--- config.mk ---
export PLATFORM = sky130hd
export DESIGN_NAME = cpf_queue
export DESIGN_NICKNAME = d
export VERILOG_FILES = /design/src/sv/cpf_pkg.sv /design/src/sv/cpf_queue.sv
export SDC_FILE = /design/constraint.sdc
export NUM_CORES = 1
export LEC_CHECK = 0
export BUFFER_PORTS_ARGS = -buffer_cell sky130_fd_sc_hd__buf_4
export CORE_ASPECT_RATIO = 0.6
export CORE_MARGIN = 10
export CORE_UTILIZATION = 35
export CTS_CLUSTER_DIAMETER = 100
export DETAILED_ROUTE_END_ITERATION = 10
export GPL_TIMING_DRIVEN = 0
export SLEW_MARGIN = 20
export SYNTH_ARGS = -nofsm -noshare
export SYNTH_HDL_FRONTEND = slang
export SYNTH_SLANG_ARGS = --single-unit
--- constraint.sdc ---
create_clock -name clk -period 6.5 [get_ports clk]
set_input_delay 0.325 -clock clk [delete_from_list [all_inputs] [get_ports clk]]
set_output_delay 0.325 -clock clk [all_outputs]
set_load 0.005 [all_outputs]
--- src/sv/cpf_pkg.sv ---
// Shared types and constants for the checksummed packet FIFO.
package cpf_pkg;

    localparam int SLOTS   = 16;
    localparam int MAX_LEN = 4096;

    localparam int SLOT_W  = $clog2(SLOTS);
    localparam int IDX_W   = $clog2(MAX_LEN);
    localparam int ADDR_W  = SLOT_W + IDX_W;
    localparam int LEN_W   = 13;
    localparam int CNT_W   = $clog2(SLOTS + 1);
    localparam int INC_W   = $clog2(MAX_LEN + 1);

    localparam logic [1:0] CMD_RECV  = 2'd0;
    localparam logic [1:0] CMD_FETCH = 2'd1;

    typedef enum logic [2:0] {
        ST_OK      = 3'd0,
        ST_BAD     = 3'd1,
        ST_NOSPACE = 3'd2,
        ST_NOPKT   = 3'd3,
        ST_SHUT    = 3'd4
    } status_t;

    typedef struct packed {
        logic [1:0] command;
        logic [7:0] data_byte;
        logic       last_byte;
        logic [7:0] expected_checksum;
    } in_item_t;

    typedef struct packed {
        logic [2:0]       status;
        logic [7:0]       out_byte;
        logic             out_last;
        logic [LEN_W-1:0] length;
        logic [7:0]       checksum;
        logic [15:0]      bad_count;
    } out_item_t;

    // One queued operation for the back end: a buffer write or read plus
    // the result it produces, if any.
    typedef struct packed {
        logic              wr_en;
        logic              rd_en;
        logic              emit;
        logic [ADDR_W-1:0] addr;
        logic [7:0]        wr_data;
        out_item_t         res;
    } op_t;

endpackage

--- src/sv/cpf_queue.sv ---
// Two-entry operation queue between front and back end.
module cpf_queue (
    input  logic         clk,
    input  logic         rst_n,
    input  logic         push,
    input  cpf_pkg::op_t push_op,
    input  logic         pop,
    output logic         full,
    output logic         empty,
    output cpf_pkg::op_t pop_op
);
    import cpf_pkg::*;

    op_t        ent_reg [2];
    logic       wp_reg, wp_next;
    logic       rp_reg, rp_next;
    logic [1:0] cnt_reg, cnt_next;
    logic       do_push;
    logic       do_pop;

    assign full    = cnt_reg == 2'd2;
    assign empty   = cnt_reg == 2'd0;
    assign do_push = push && !full;
    assign do_pop  = pop && !empty;
    assign pop_op  = ent_reg[rp_reg];

    always_comb
    begin
        wp_next  = wp_reg ^ do_push;
        rp_next  = rp_reg ^ do_pop;
        cnt_next = cnt_reg + 2'(do_push) - 2'(do_pop);
    end

    always_ff @(posedge clk or negedge rst_n)
    begin
        if (!rst_n)
        begin
            wp_reg  <= 1'b0;
            rp_reg  <= 1'b0;
            cnt_reg <= '0;
        end
        else
        begin
            wp_reg  <= wp_next;
            rp_reg  <= rp_next;
            cnt_reg <= cnt_next;
        end
    end

    always_ff @(posedge clk)
    begin
        if (do_push)
        begin
            ent_reg[wp_reg] <= push_op;
        end
    end

endmodule

==> reports/results.txt <==
Buffers placed on the I/O ports in this run total 157. For this run, design rule violations remaining after detail routing come to 0. Global route total overflow: 0. The via density per instance was 4.36; the cell row count was 36. The worst pin sits at a relative slew slack of 61.4%.

The multiplexer share of the synthesized area is 16.6%, and the routed length on met3 is 1.33 mm. The final max-slew violation count was 0; the clock sink count was 156. The combined area of all synthesized cells was 5840 sq um; the placer's final routability congestion estimate was 0.710.

The most critical setup path has its startpoint at cnt_reg[0]$_DFF_PN0_. The data required time of the worst path was 6.59 ns; the number of max-capacitance violations reported was 0. The layout overhead on the synthesized area came out at 36.8%.

The synthesized net count was 341. The post-layout total power was 3.59 mW. The power density normalized to cell area was 449 nW/um^2; the die area was 22400 sq um.

Per report_power, the combinational group accounts for 31.9% of the total. TritonCTS built the clock tree. The count of cells in the finished layout, fillers not included, comes to 677. The aggregate global-route resource usage is 11.0%.

The tools report the standby leakage power as 3.07 nW. Measured on the finished design, the core utilization comes to 49.0%. The run gives 3247 as the via count of the first global-routing pass.

The hold violation total from the final report was 0; the count of cell types in the netlist was 16. Setup repair after global routing left no endpoint under its margin. Data arrival at the endpoint of the critical path: 2.13 ns.

The clock period minus final worst setup slack works out to 2.04 ns. The first global-routing pass estimated 18.7 mm of wire. In this run the worst hold path is classified as input pin to flip-flop. In this run the vertical extent of the chip is 120 um. The worst clock skew is 0.00809 ns. Final critical-path share of the clock period: 31.3%.

The later-pin clock latency in the skew report is 0.41 ns, and the largest driver fanout on the critical path is 40. The first TritonRoute pass finished after 4 iterations. For the initial cell density of the core, the log shows 35.8%. The count of cells along the worst register-to-register path was 4. The master of the slowest instance on the critical path was ha_4.

The worst hold path cell count works out to 1. The share of the Yosys chip area taken by registers is 79.9%. Of the total power, the share spent switching nets is 26.6%. In the final routing, the length of wire on met1 measures 5.86 mm. The number of antenna repair diodes is 0. The number of setup buffers added after CTS is 0. Ranked by total cell area, the synthesized netlist is headed by edfxtp_1, mux2_2, mux2_4.

The worst hold path terminates at ent_reg[0][43]$_DFFE_PP_. The ratio of cells with drive above 1 in the final layout came out at 61.7%. The critical path goes through nand2b_1, and2_1, ha_4, buf_12. Adding up every negative setup slack in the final design gives 0 ns.

The floorplan step defined a core boundary enclosing 16300 sq um. The top-level port count is 158, and the area share of fa/ha/maj cells after synthesis is 0.857%. The flow ran to the end, and the final reports show no timing, DRC or antenna violations. A synthesized cell averages 22.7 sq um. Routed signal wires occupy layers up through met4.

The synthesis-stage register bit count was 156; the routed length on met2 was 5.07 mm. For the internal portion of total power, the log shows 2.63 mW. In this run the horizontal extent of the chip is 187 um. The tree is rooted in a clkbuf_16. Summed over all layers, the routed wires come to 12.4 mm.

The actual slew at the worst max-slew pin was 0.579 ns; the number of cells produced by synthesis was 257. The critical path class is flip-flop to flip-flop. The simple logic cell fraction of the synthesized area came out at 0.343%. Once routing completed, OpenROAD measured the worst setup slack at 4.46 ns. In this run the deepest clock path goes through 2 buffers. The tools report the number of antenna violations at the first check in global routing as 0. The post-detailed-route count of antenna-violating nets is 0. The tools report the count of placed standard cells including taps as 644. The layout net count is 520, and the fill cell instance count of the final layout is 1398. The analysis attributes to net switching a power of 0.956 mW. The slack of the worst reg-to-reg path is 4.46 ns.

Summing the areas of all xor and xnor instances in the mapped netlist gives 0.450% of the synthesized area. Yosys printed 0 warnings. The clock network accounts for 28.4% of the total power.

Timing would allow up to 491 MHz. The tools report the startpoint of the tightest hold check path as push_op[43]. Clock-pin slew was measured on the worst setup and hold paths at 0.06 ns.

After synthesis, the largest area contributor takes up 78.2% of total cell area. The compound-gate portion of the synthesized area came out at 0.129%. On the worst path, the slowest cell contributes a delay of 0.54 ns. The peak ir drop on the vdd network was 0.202 mV; the DRC violation total after the first TritonRoute iteration was 209.

STA classifies the critical path endpoint as a flip-flop. The worst register-to-register path ends at ent_reg[1][35]$_DFFE_PP_. The count of buffering cells on the critical path with inverters included is 1, and the worst slack at placement is 4.44 ns. Across all layers, the routed design uses 2953 vias.

In the final routed layout, each cell accounts on average for 18.3 um. Counting the buffers created by CTS gives 17. Summed over all instances, the cell type with the most area after synthesis is edfxtp_1. The tools report the startpoint of the most critical register-to-register path as cnt_reg[0]$_DFF_PN0_. CTS built an H-tree with a depth of 4.

The total setup violations reported at the end of the flow was 0; the maximum number of pins on one net before global-route repair was 41. Once detailed placement completed, the half-perimeter wirelength came to 8.86 mm. The worst setup path is launched from a flip-flop. The register with the most flip-flops in the layout has 152 of them. After synthesis, the largest family of logic cells by area is multiplexers. The tools report the register share of total power as 39.8%.

Broken down by cell family, the worst path's largest delay share belongs to adder cells.
[cell usage in the layout (no fill, tap or decap), drive strengths merged]
master / synthesis / final
bufinv: 0 / 3
clkinvlp: 0 / 4
nor2: 1 / 1
xor2: 1 / 1
nand2b: 1 / 1
clkinv: 0 / 2
dfrtp: 4 / 4
nand2: 1 / 1
o21a: 1 / 1
buf: 9 / 168
clkbuf: 0 / 18
edfxtp: 152 / 152
dlygate4sd3: 0 / 1
ha: 4 / 4
mux2: 76 / 76
xnor2: 2 / 2
and2: 1 / 1
inv: 4 / 9
[cells in the mapped netlist, drive strengths merged]
cell / n
buf: 9
and2: 1
edfxtp: 152
xnor2: 2
o21a: 1
inv: 4
ha: 4
nand2b: 1
dfrtp: 4
nor2: 1
nand2: 1
xor2: 1
mux2: 76
[layout make-up]
cell class	count	area, sq um	area share, %
plain buffers	9	87.6	1.10
clock buffers	18	429	5.37
clock inverters	14	183	2.29
inverters	4	15.0	0.188
multi-input cells	88	1100	13.7
flip-flops and latches	156	4660	58.4
well taps	228	285	3.57
repair buffers	160	1230	15.4
[logic make-up after synthesis]
kind of cell / count (synthesis)
flip-flops: 156
multiplexers: 76
buffers and inverters: 13
adder cells (fa/ha/maj): 4
AND/OR/NAND/NOR: 4
XOR/XNOR: 3
AO/OA/AOI/OAI: 1
[power groups by stage]
stage | combinational (mW) | clock [mW] | sequential, mW
detailed placement | 1.18 | 0 | 1.45
finish | 1.14 | 1.02 | 1.43
global placement | 1.14 | 0 | 1.47
floorplan | 0.615 | 0 | 1.45
global route | 1.25 | 1.10 | 1.45
CTS | 1.18 | 1.05 | 1.43
[per-layer routing]
layer	vias up	GRT usage (%)
met5	-	0
met2	124	15.1
li1	1369	-
met4	0	3.76
met3	13	6.51
met1	1447	14.1
[stage by stage]
step                      area, sq um  hold WS [ns]
after floorplan                  5840        0.0294
after global placement           7300         0.124
after detailed placement         7370         0.128
after CTS                        7990        0.0686
after global routing             7990        0.0654
final                            7990        0.0909
[how the worst max path moves through the flow]
stage	end	slack, ns	depth (start not counted)
4_1_cts	pop_op[57]	4.42	5
3_3_place_gp	ent_reg[1][27]$_DFFE_PP_	2.48	3
6_report	ent_reg[1][35]$_DFFE_PP_	4.46	4
5_1_grt	ent_reg[0][35]$_DFFE_PP_	4.32	4
3_5_place_dp	ent_reg[0][12]$_DFFE_PP_	4.44	4
2_1_floorplan	ent_reg[1][0]$_DFFE_PP_	3.58	3
[repair_timing]
| item | in CTS | in global routing |
|---|---|---|
| hold buffers | 1 | 0 |
| hold endpoints to repair | 4 | 0 |
| gates resized for setup | 0 | 0 |
(Power assumes the default switching activity.)
