### src/sv/cpf_pkg.sv
// Shared types and constants for the checksummed packet FIFO.
package cpf_pkg;

    localparam int SLOTS   = 16;
    localparam int MAX_LEN = 4096;

    localparam int SLOT_W  = $clog2(SLOTS);
    localparam int IDX_W   = $clog2(MAX_LEN);
    localparam int ADDR_W  = SLOT_W + IDX_W;
    localparam int LEN_W   = 13;
    localparam int CNT_W   = $clog2(SLOTS + 1);
    localparam int INC_W   = $clog2(MAX_LEN + 1);

    localparam logic [1:0] CMD_RECV  = 2'd0;
    localparam logic [1:0] CMD_FETCH = 2'd1;

    typedef enum logic [2:0] {
        ST_OK      = 3'd0,
        ST_BAD     = 3'd1,
        ST_NOSPACE = 3'd2,
        ST_NOPKT   = 3'd3,
        ST_SHUT    = 3'd4
    } status_t;

    typedef struct packed {
        logic [1:0] command;
        logic [7:0] data_byte;
        logic       last_byte;
        logic [7:0] expected_checksum;
    } in_item_t;

    typedef struct packed {
        logic [2:0]       status;
        logic [7:0]       out_byte;
        logic             out_last;
        logic [LEN_W-1:0] length;
        logic [7:0]       checksum;
        logic [15:0]      bad_count;
    } out_item_t;

    // One queued operation for the back end: a buffer write or read plus
    // the result it produces, if any.
    typedef struct packed {
        logic              wr_en;
        logic              rd_en;
        logic              emit;
        logic [ADDR_W-1:0] addr;
        logic [7:0]        wr_data;
        out_item_t         res;
    } op_t;

endpackage

### src/sv/cpf_front.sv
// Front end: accepts items, keeps packet and slot bookkeeping, issues operations.
module cpf_front (
    input  logic            clk,
    input  logic            rst_n,
    input  logic            accept,
    input  cpf_pkg::in_item_t item,
    output logic            push,
    output cpf_pkg::op_t    op
);
    import cpf_pkg::*;

    logic [SLOT_W-1:0] head_reg, head_next;
    logic [SLOT_W-1:0] tail_reg, tail_next;
    logic [CNT_W-1:0]  count_reg, count_next;
    logic [7:0]        sum_reg, sum_next;
    logic [INC_W-1:0]  inc_reg, inc_next;
    logic [IDX_W-1:0]  fidx_reg, fidx_next;
    logic              drop_reg, drop_next;
    logic [15:0]       bad_reg, bad_next;
    logic              halted_reg, halted_next;

    logic [LEN_W-1:0]  slot_len_reg [SLOTS];
    logic [7:0]        slot_chk_reg [SLOTS];

    logic              meta_we;
    logic              drop_eff;
    logic              keep;
    logic [7:0]        sum_new;
    logic [INC_W-1:0]  inc_new;
    logic [LEN_W-1:0]  head_len;
    logic              fin;

    function automatic logic [SLOT_W-1:0] next_slot(input logic [SLOT_W-1:0] s);
        logic [SLOT_W-1:0] r;
        r = (s == SLOT_W'(SLOTS - 1)) ? '0 : s + 1'b1;
        return r;
    endfunction

    assign head_len = slot_len_reg[head_reg];
    assign drop_eff = (inc_reg == '0) ? (count_reg >= CNT_W'(SLOTS)) : drop_reg;
    assign keep     = inc_reg < INC_W'(MAX_LEN);
    assign sum_new  = keep ? sum_reg + item.data_byte : sum_reg;
    assign inc_new  = inc_reg + INC_W'(keep);
    assign fin      = (LEN_W'(fidx_reg) + 1'b1) >= head_len;

    always_comb
    begin
        head_next   = head_reg;
        tail_next   = tail_reg;
        count_next  = count_reg;
        sum_next    = sum_reg;
        inc_next    = inc_reg;
        fidx_next   = fidx_reg;
        drop_next   = drop_reg;
        bad_next    = bad_reg;
        halted_next = halted_reg;
        meta_we     = 1'b0;
        push        = 1'b0;
        op          = '0;
        op.res.bad_count = bad_reg;

        if (accept)
        begin
            push = 1'b1;
            if (halted_reg || (item.command != CMD_RECV && item.command != CMD_FETCH))
            begin
                halted_next   = 1'b1;
                op.emit       = 1'b1;
                op.res.status = ST_SHUT;
            end
            else if (item.command == CMD_RECV)
            begin
                op.wr_en   = keep && !drop_eff;
                op.addr    = {tail_reg, inc_reg[IDX_W-1:0]};
                op.wr_data = item.data_byte;
                if (item.last_byte)
                begin
                    op.emit         = 1'b1;
                    op.res.length   = LEN_W'(inc_new);
                    op.res.checksum = sum_new;
                    if (drop_eff)
                    begin
                        op.res.status = ST_NOSPACE;
                    end
                    else if (sum_new != item.expected_checksum)
                    begin
                        op.res.status = ST_BAD;
                        if (bad_reg != 16'hFFFF)
                        begin
                            bad_next = bad_reg + 1'b1;
                        end
                        op.res.bad_count = bad_next;
                    end
                    else
                    begin
                        op.res.status = ST_OK;
                        meta_we       = 1'b1;
                        tail_next     = next_slot(tail_reg);
                        count_next    = count_reg + 1'b1;
                    end
                    sum_next  = '0;
                    inc_next  = '0;
                    drop_next = 1'b0;
                end
                else
                begin
                    sum_next  = sum_new;
                    inc_next  = inc_new;
                    drop_next = drop_eff;
                end
            end
            else
            begin
                op.emit = 1'b1;
                if (count_reg == '0)
                begin
                    op.res.status = ST_NOPKT;
                end
                else
                begin
                    op.rd_en        = 1'b1;
                    op.addr         = {head_reg, fidx_reg};
                    op.res.status   = ST_OK;
                    op.res.out_last = fin;
                    op.res.length   = head_len;
                    op.res.checksum = slot_chk_reg[head_reg];
                    if (fin)
                    begin
                        fidx_next  = '0;
                        head_next  = next_slot(head_reg);
                        count_next = count_reg - 1'b1;
                    end
                    else
                    begin
                        fidx_next = fidx_reg + 1'b1;
                    end
                end
            end
        end
    end

    always_ff @(posedge clk or negedge rst_n)
    begin
        if (!rst_n)
        begin
            head_reg   <= '0;
            tail_reg   <= '0;
            count_reg  <= '0;
            sum_reg    <= '0;
            inc_reg    <= '0;
            fidx_reg   <= '0;
            drop_reg   <= 1'b0;
            bad_reg    <= '0;
            halted_reg <= 1'b0;
        end
        else
        begin
            head_reg   <= head_next;
            tail_reg   <= tail_next;
            count_reg  <= count_next;
            sum_reg    <= sum_next;
            inc_reg    <= inc_next;
            fidx_reg   <= fidx_next;
            drop_reg   <= drop_next;
            bad_reg    <= bad_next;
            halted_reg <= halted_next;
        end
    end

    // slot metadata, no reset
    always_ff @(posedge clk)
    begin
        if (meta_we)
        begin
            slot_len_reg[tail_reg] <= op.res.length;
            slot_chk_reg[tail_reg] <= op.res.checksum;
        end
    end

`ifndef SYNTHESIS
    a_halt_sticky: assert property (@(posedge clk) disable iff (!rst_n)
        halted_reg |=> halted_reg)
        else $error("shutdown flag cleared");
    a_count_range: assert property (@(posedge clk) disable iff (!rst_n)
        count_reg <= CNT_W'(SLOTS))
        else $error("stored packet count out of range");
    a_wr_not_head: assert property (@(posedge clk) disable iff (!rst_n)
        (push && op.wr_en && count_reg != '0) |-> (op.addr[ADDR_W-1:IDX_W] != head_reg))
        else $error("receive write into a stored slot");
`endif

endmodule

### config.mk
export PLATFORM = sky130hd
export DESIGN_NAME = cpf_front
export DESIGN_NICKNAME = d
export VERILOG_FILES = /design/src/sv/cpf_pkg.sv /design/src/sv/cpf_front.sv
export SDC_FILE = /design/constraint.sdc
export NUM_CORES = 1
export LEC_CHECK = 0
export ABC_CLOCK_PERIOD_IN_PS = 11940
export CORE_MARGIN = 2
export CORE_UTILIZATION = 50
export CTS_CLUSTER_SIZE = 8
export DETAILED_ROUTE_END_ITERATION = 10
export DONT_BUFFER_PORTS = 1
export PLACE_DENSITY = 0.7
export SLEW_MARGIN = 20
export SYNTH_ARGS = -nofsm -noshare
export SYNTH_HDL_FRONTEND = slang
export SYNTH_SLANG_ARGS = --single-unit
### constraint.sdc
create_clock -name clk -period 11.94 [get_ports clk]
set_input_delay 2.388 -clock clk [delete_from_list [all_inputs] [get_ports clk]]
set_output_delay 2.388 -clock clk [all_outputs]
set_load 0.01 [all_outputs]
==> flow_summary.toml <==
[synth]
ys.flop_type = "edfxtp_1"
ys_seq_elements = 400
synth_area_per_cell_sq_um = 16.3
yosysSeqAreaShare_pct = 65.8
synth_cells = 1093
ys_warn_count = 0
ys_async_sr_fraction_pct = 16.0
synthDistinctLibCells = 64
synth_edf_count = 336
synth_area_sq_mm = 0.0178

[route]
wl_um = 41100
final_antenna_net_count = 0
via_per_inst = 6.14
dr_wl_met2_um = 19900
wl_met1_um = 16900
wl_per_cell_um = 25.5
dr_wl_met3_um = 3360
vias = 9904
post-route-drc-count = 0
dr.max_layer_used = "met4"
drt_first_pass_iters = 7
drt_iter0_markers = 935

[final_layout]
antenna_cells = 0
area.growth.synth_to_final_pct = 12.3
layout.nets = 1186
drive_gt1_share_pct = 21.5
largest_reg_flops = 208

[worst_setup_path]
cp_data_required_time_ns = 9.55
reg2reg_setup_slack_ns = 6.79
worstSetupStartpointType = "input pin"
cp_data_arrival_time_ns = 5.33
path_class = "in -> out"
worstPathMaxFanout = 11
critPathCaptureType = "primary output"

[clock_network]
cts_tree = "done"
clkLatencyLatePin_ns = 0.57
h-tree-depth = 2
cts_hold_buf = 0
cts-resized-gates = 0
cts_root_buf = "clkbuf_16"
path_clk_slew_ns = 0.06
clock_sinks = 400
clockBufferDepth = 3
post_cts_buffers = 0
cts_inserted_buffers = 55

[sta]
max_freq_mhz = 129
setup_viol = 0
tns_ns = 0
tightest_slew_ns = 0.931
period_needed_ns = 7.72
fin_crit_sh_pct = 64.7
finalHoldViolCount = 0
fin_hold_ws_ns = 0.521
finalClockSkew_ns = 0.0311
rsz0062_at_grt = "false"
slew_headroom_pct = 37.9
slew_viol_final = 0

[global_routing]
grt_max_degree = 65
gr-total-overflow = 0
grt_pass1_vias = 9766
track_usage_pct = 22.6
antenna_found_initial = 0
grt_pass1_wl_um = 61000

[die]
rows = 69
ios = 99
core-area_sq_mm = 0.0353
die_w_um = 193
initial_utilization_pct = 50.3
dieArea_sq_mm = 0.0371
fp.dieH_um = 193

[placement]
portBuffers = 0
hpwl_um = 23700
globalplace.congestion = 0.826

[hold_path]
hp-class = "reg -> reg"

[power_and_ir_drop]
peakVddDrop_mv = 0.0942
power_density_mw_per_mm2 = 148
leakagePower_uw = 0.00713

[run]
maxCapViolations = 0

[outcome]
status = "completed"
[routing by layer]
metal  up-vias  track usage (%)
met4         0             6.96
met5         -                0
met1      5122             30.7
met3        66             5.15
li1       4311                -
met2       405             36.5
[synthesized netlist by cell type, types with 3 or more instances]
cell type	count	area share (%)
a21o_1	7	0.30
a21oi_1	13	0.37
a22o_1	22	1.1
a22oi_1	3	0.13
a31oi_1	5	0.18
and2_1	11	0.39
and3_1	16	0.56
buf_1	10	0.21
buf_2	10	0.28
buf_4	11	0.46
clkbuf_1	36	0.76
dfrtp_1	64	9.0
edfxtp_1	336	57
ha_1	32	2.3
inv_1	27	0.57
mux2_2	12	0.76
mux2i_1	8	0.45
mux4_2	105	13
nand2_1	84	1.8
nand2b_1	4	0.14
nand3_1	32	0.90
nand3b_1	6	0.25
nand4_1	6	0.21
nor2_1	45	0.95
nor2b_1	3	0.11
nor3_1	16	0.45
o211ai_1	3	0.13
o21a_1	4	0.17
o21ai_0	44	1.2
o22ai_1	12	0.42
o31ai_1	4	0.17
xnor2_1	42	2.1
xor2_1	20	0.99
[power by group]
part	internal (uW)	total, uW	switching [uW]
Combinational	21.9	51.9	30.0
Clock	851	1390	535
Sequential	1500	1510	7.58
Total	2370	2950	573
[critical path: stages]
cell	delay, ns
nor2_1	0.19
inv_1	0.20
or2_1	0.30
nor2_2	0.50
nand2_1	0.33
a21oi_1	0.75
nand2_1	0.30
mux2_2	0.38
[final timing paths]
path | startpoint | endpoint | cells after the start
setup / recovery | item[18] | op[1] | 8
hold / removal | sum_reg[2] | sum_reg[2] | 2
max in group asynchronous | rst_n | bad_reg[2] | 0
min in group asynchronous | rst_n | sum_reg[0] | 0
hold reg to reg | sum_reg[2] | sum_reg[2] | 2
setup reg to reg | head_reg[0] | count_reg[2] | 14
[logic make-up (layout without fill, tap and decap cells)]
kind of cell / Yosys count / in the layout / share of synthesized area (%)
muxes: 125 / 125 / 14.5
xor gates and xnor gates: 62 / 62 / 3.06
DFF: 400 / 400 / 65.8
buffers and inverters: 96 / 147 / 2.35
AOI/OAI and AO/OA: 132 / 132 / 5.03
other: 1 / 8 / 0.0211
adders and majority gates: 34 / 34 / 2.48
and+or+nand+nor: 243 / 243 / 6.75
[placed cells by master (no fill, tap or decap), drive strengths merged, types with 20 or more instances in the layout]
| master | count |
|---|---|
| o21ai | 45 |
| nor2 | 47 |
| ha | 32 |
| clkbuf | 78 |
| inv | 27 |
| nand2 | 84 |
| dfrtp | 64 |
| nand3 | 32 |
| mux4 | 105 |
| xnor2 | 42 |
| xor2 | 20 |
| a22o | 22 |
| edfxtp | 336 |
| buf | 41 |
[area by class of cell]
class,count,area [sq um]
timing repair buffer,41,308
sequential,400,11700
multi-input combinational,604,5760
tap,461,577
clock buffer,78,1510
fill,2616,15400
inverter,28,106
[stage by stage]
stage | cell area [sq um] | cells | total power [uW] | util, % | setup WS (ns)
5_1_grt | 20000 | 1612 | 3030 | 56.5 | 4.05
3_5_place_dp | 18400 | 1534 | 1580 | 52.2 | 4.31
3_3_place_gp | 18400 | 1534 | 1580 | 52.2 | 4.40
4_1_cts | 19900 | 1612 | 2970 | 56.5 | 4.30
6_report | 20000 | 1612 | 2950 | 56.5 | 4.22
2_1_floorplan | 17800 | 1100 | 1580 | - | 4.87
No activity file was read; power rests on OpenSTA's default activity.
